File: src/hdl/tqla_pkg.sv
// shared types, codes and constants of the tabular q-learning agent
`default_nettype none

package tqla_pkg;

  localparam int Q_W      = 32;
  localparam int RATE_W   = 16;
  localparam int CFG_IDX_W = 3;

  // input item kinds, carried on in_tuser
  typedef enum logic [1:0] {
    KIND_LOAD   = 2'd0,
    KIND_CHOOSE = 2'd1,
    KIND_UPDATE = 2'd2,
    KIND_DECAY  = 2'd3
  } kind_t;

  // configuration register indexes
  localparam logic [CFG_IDX_W-1:0] REG_LEARN    = 3'd0;
  localparam logic [CFG_IDX_W-1:0] REG_DISCOUNT = 3'd1;
  localparam logic [CFG_IDX_W-1:0] REG_START    = 3'd2;
  localparam logic [CFG_IDX_W-1:0] REG_FLOOR    = 3'd3;
  localparam logic [CFG_IDX_W-1:0] REG_DECAY    = 3'd4;

  // reset values, unsigned q0.16
  localparam logic [RATE_W-1:0] LEARN_RST    = 16'd6554;
  localparam logic [RATE_W-1:0] DISCOUNT_RST = 16'd58982;
  localparam logic [RATE_W-1:0] START_RST    = 16'd58982;
  localparam logic [RATE_W-1:0] FLOOR_RST    = 16'd3277;
  localparam logic [RATE_W-1:0] DECAY_RST    = 16'd65503;

  typedef enum logic [3:0] {
    ST_IDLE,
    ST_DISPATCH,
    ST_OLD,
    ST_SCAN,
    ST_DRAIN,
    ST_MUL_G,
    ST_DIFF,
    ST_MUL_A,
    ST_WRITE,
    ST_DECAY,
    ST_DONE
  } fsm_t;

endpackage

`default_nettype wire

File: src/hdl/tqla_row_max.sv
// running maximum and argmax over one table row, one entry per cycle
`default_nettype none

module tqla_row_max #(
  parameter int COL_W = 2
) (
  input  wire logic                            clk,
  input  wire logic                            el_valid,
  input  wire logic [COL_W-1:0]                el_col,
  input  wire logic signed [tqla_pkg::Q_W-1:0] el_data,
  output logic signed [tqla_pkg::Q_W-1:0]      best_val,
  output logic      [COL_W-1:0]                best_col
);
  import tqla_pkg::*;

  logic signed [Q_W-1:0] best_val_r;
  logic [COL_W-1:0]      best_col_r;

  // first column seeds the search, later ones win only when strictly larger
  always_ff @(posedge clk) begin
    if (el_valid && ((el_col == '0) || (el_data > best_val_r))) begin
      best_val_r <= el_data;
      best_col_r <= el_col;
    end
  end

  assign best_val = best_val_r;
  assign best_col = best_col_r;

endmodule

`default_nettype wire
File: config.mk
export PLATFORM = sky130hd
export DESIGN_NAME = tqla_row_max
export DESIGN_NICKNAME = d
export VERILOG_FILES = /design/src/hdl/tqla_pkg.sv /design/src/hdl/tqla_row_max.sv
export SDC_FILE = /design/constraint.sdc
export NUM_CORES = 1
export LEC_CHECK = 0
export ABC_CLOCK_PERIOD_IN_PS = 3400
export BUFFER_PORTS_ARGS = -buffer_cell sky130_fd_sc_hd__buf_2
export CORE_ASPECT_RATIO = 0.9
export CORE_MARGIN = 2
export CORE_UTILIZATION = 49
export CTS_CLUSTER_DIAMETER = 30
export DETAILED_ROUTE_END_ITERATION = 8
export PLACE_DENSITY = 0.8
export SYNTH_ARGS = -nofsm -noshare
export SYNTH_HDL_FRONTEND = slang
export SYNTH_SLANG_ARGS = --single-unit
File: constraint.sdc
create_clock -name clk -period 3.4 [get_ports clk]
set_input_delay 0 -clock clk [delete_from_list [all_inputs] [get_ports clk]]
set_output_delay 0 -clock clk [all_outputs]
set_load 0.03 [all_outputs]
Yosys cells after proc, flatten, opt, wreduce, memory -nomap -nowiden
Index checks and enable logic that the tools add are counted.
Cells by class
  shifts and indexed selects: 0
  mux-type cells: 0
  reduce and logical (&&, ||, !) cells: 3
  div/mod/pow operators: 0
  bitwise gates (word level): 0
  eq/ne operators: 0
  add/sub/neg operators: 0
  magnitude comparators: 1
  multiply operators: 0
Operators by type and width (number)
  $gt A32 B32 Y1: 1
  $logic_not A2 Y1: 1
  $logic_and A1 B1 Y1: 1
  $logic_or A1 B1 Y1: 1
Word-level totals
  memory bits (read-only): 0
  memories: 0
  bits in latches: 0
  register bits: 34
  memory bits (writable): 0
  input bits: 36
  word-level logic and storage cells: 6

Logic depth before layout (Yosys ltp)
  depth in word-level cells: 3
  depth in mapped cells: 8
  gate-level depth less buffers: 8

Least setup slack after synthesis
Ideal clock, no wire load.
  path kind: reg2reg
  start point: register best_val_r[23], in the netlist best_val[23]
  end point: register best_col_r[0], in the netlist best_col[0], enable pin
  slack: 0.391 ns
  required time: 3.010 ns
  arrival time: 2.619 ns
  buffers on the path: 0
  period minus slack after synthesis: 3.009 ns
  cell stages (with the launch flop): 9
  cell sequence: edfxtp_1 -> inv_1 -> ha_1 -> a21oi_1 -> o21ai_0 -> a221o_1 -> a211o_1 -> o22ai_1 -> a211o_1
Between the ends
  word-level cells in the longest chain between the ends: 3
RTL lines
  start, declared: line tqla_row_max.sv:16  | logic signed [Q_W-1:0] best_val_r;
  start signal, assigned: line tqla_row_max.sv:22  | best_val_r <= el_data;
  $gt A32 B32 Y1: line tqla_row_max.sv:21  | if (el_valid && ((el_col == '0) || (el_data > best_val_r))) begin
  $logic_or A1 B1 Y1: line tqla_row_max.sv:21
  $logic_and A1 B1 Y1: line tqla_row_max.sv:21
  end signal, assigned: line tqla_row_max.sv:23  | best_col_r <= el_col;
  end, declared: line tqla_row_max.sv:17  | logic [COL_W-1:0] best_col_r;
Every way passes these cells.
A chain may end at the register's enable or synchronous reset.

Worst setup path after layout
  start point: input el_data[23] (netlist bit)
  end point: register best_val_r[9], in the netlist best_val[9], enable pin
Between the ends
  word-level cells in the longest chain between the ends: 3
RTL lines
  start, declared: line tqla_row_max.sv:10  | input wire logic signed [tqla_pkg::Q_W-1:0] el_data,
  $gt A32 B32 Y1: line tqla_row_max.sv:21
  $logic_or A1 B1 Y1: line tqla_row_max.sv:21
  $logic_and A1 B1 Y1: line tqla_row_max.sv:21
Every way passes these cells.

==> reports/metrics.yaml <==
power_and_ir_drop:
  ir_drop_mv: 0.324
  power.leakage_nw: 1.35
  p_per_area_nw_per_um2: 495
  design_power_total_mw: 1.36
clocking:
  clkTransAtPathRegs_ns: 0.07
  cts_buffers: 5
  cts-htree-levels: 2
  cts_tree: "built"
  clock_sinks: 34
  clock_path_buffers: 2
  cts_root_buffer: "clkbuf_8"
  clk_latency_ns: 0.29
sta:
  skew_ns: 0.00872
  hold_viol: 0
  rsz0062_at_grt: "false"
  setup_tns_ns: 0
  worst_pin_slew_ns: 0.415
  timing.final.max_slew_violations: 0
  period_minus_slack_ns: 2.80
  min_period_over_period_pct: 82.4
  maxSlewHeadroom_pct: 71.6
  final-setup-viol-count: 0
  clock.fmax_mhz: 357
critical_path:
  worstPathCellList: "dlygate4sd3_1 > buf_2 > ha_1 > a21oi_1 > o21ai_0 > a221o_1 > a211o_1 > o22ai_1 > a211o_1 > buf_4"
  path_max_fanout: 18
  crit_top_cell: "a211o_1"
  startpoint_type: "input port"
  crit_path_top_delay_cell: "dlygate4sd3_1"
  endpoint_kind: "flop"
  critPathKind: "in -> reg"
  r2r_cells: 9
  worstPathArrival_ns: 2.78
  max_stage_delay_ns: 0.54
  required_ns: 3.38
yosys:
  synth_area_leaders: "edfxtp_1, ha_1, inv_1"
  synthFlopType: "edfxtp_1"
  ys_seq_area_share_pct: 54.7
  syn_inst: 153
  synth_nets: 221
  syn_avg_cell_area_um2: 12.2
  synth_top_area_share_pct: 54.7
  synth_edf_count: 34
  ys_ff_latch: 34
  ys_types: 23
  yosys.area.top_type: "edfxtp_1"
  ys_async_sr_fraction_pct: 0
  synth_area_um2: 1870
  yosysWarnings: 0
cells_and_area:
  design_area_um2: 2760
  layout_commonest_cell: "buf_2"
  diodes: 0
  area_growth_pct: 47.8
  layout.nets: 333
  fill_cells: 250
  layout_common_cells: "buf_2, edfxtp_1, dlygate4sd3_1, inv_1, ha_1"
  post-route-util_pct: 74.9
  final-seq-area_um2: 1020
  drive_gt1_share_pct: 30.1
  multi_input_area_um2: 721
global_routing:
  grt_pass1_wl_um: 7340
  grt_remaining_overflow: 0
  grt_pass1_vias: 1637
  antenna_found_initial: 0
  grt_max_degree: 19
  grtUsageTotal_pct: 21.6
floorplan:
  die-area_um2: 4320
  die_h_um: 62.5
  start_util_pct: 50.7
  row_count: 21
  ios: 70
  fp.coreArea_um2: 3680
  die_x_um: 69.0
routing:
  drt_iter0_markers: 125
  topRoutingLayerUsed: "met4"
  ant_nets: 0
  drt-total-wl_um: 4340
  drc: 0
  wl_per_cell_um: 13.9
  vias_per_cell: 4.96
  dr_wl_met3_um: 263
  num_vias: 1547
  met1Wirelength_um: 1920
  dr.pass1.iters: 6
  met2WireLength_um: 2120
place:
  dpl_cell_area_um2: 2280
  gp_congestion: 0.821
  io_buffers: 69
  hpwlAfterDp_um: 3000
min_path:
  hold_path_class: "in -> reg"
  hold_depth: 2
flow_run:
  cap_viol_max_count: 0
outcome:
  outcome: "finished, final reports clean"
-- cells in the mapped netlist (2+ instances only) --
| cell type | n |
|---|---|
| edfxtp_1 | 34 |
| nor2_1 | 3 |
| inv_1 | 33 |
| a221o_1 | 2 |
| ha_1 | 32 |
| a211o_1 | 2 |
| o21ai_0 | 3 |
| nand2_1 | 6 |
| nand3_1 | 4 |
| a21o_1 | 2 |
| nand4_1 | 7 |
| nor3_1 | 2 |
| a21oi_1 | 13 |
-- flip-flops by register name, indices dropped and copies added, names as in the netlist --
signal	cells
best_col	2
best_val	32
-- power by group --
part,switching [mW],internal [mW],total [mW]
Sequential,0.0231,0.527,0.550
Clock,0.151,0.290,0.441
Combinational,0.233,0.140,0.372
Total,0.407,0.956,1.36
-- timing repair --
item	CTS	global route
hold buffers	34	0
buffers inserted	0	0
endpoints found under the hold margin	34	0
endpoints found under the setup margin	0	0
resized for setup	0	0
-- worst max-delay path, delay by kind of cell --
kind / cells / cell delay [ns]
buf+inv: 3 / 1.02
fa+ha+maj: 1 / 0.32
compound gates: 6 / 1.44
-- final timing paths --
path	to	slack (ns)	from
setup / recovery	best_val[9]	0.60	el_data[23]
setup reg to reg	best_val[9]	0.60	best_val[21]
hold reg to reg	best_val[6]	1.38	best_val[31]
hold / removal	best_val[7]	0.43	el_data[7]
-- through the flow --
step	setup slack (ns)	hold WS (ns)	instances
after floorplan	0.391	0.0989	153
after global placement	0.732	0.192	270
after detailed placement	0.623	0.194	270
after CTS	0.587	0.430	312
after global routing	0.368	0.430	312
final	0.597	0.431	312
-- logic make-up after synthesis --
group	share of synthesized area [%]
AO/OA/AOI/OAI	9.05
adder cells (fa/ha/maj)	21.5
buffers and inverters	6.64
flip-flops	54.7
AND/OR/NAND/NOR	8.12
-- layer usage --
| metal | vias up | GRT usage (%) |
|---|---|---|
| li1 | 780 | - |
| met1 | 714 | 27.1 |
| met2 | 49 | 36.7 |
| met3 | 4 | 5.97 |
| met4 | 0 | 6.37 |
| met5 | - | 0 |
-- cell type report --
| type | instances | area share (%) |
|---|---|---|
| multi-input cells | 86 | 26.1 |
| clock inverters | 3 | 2.32 |
| inverters | 33 | 4.49 |
| flip-flops and latches | 34 | 37.0 |
| repair buffers | 105 | 25.4 |
| clock buffers | 5 | 2.50 |
| well taps | 46 | 2.09 |
Power figures use the tool's default switching activity.
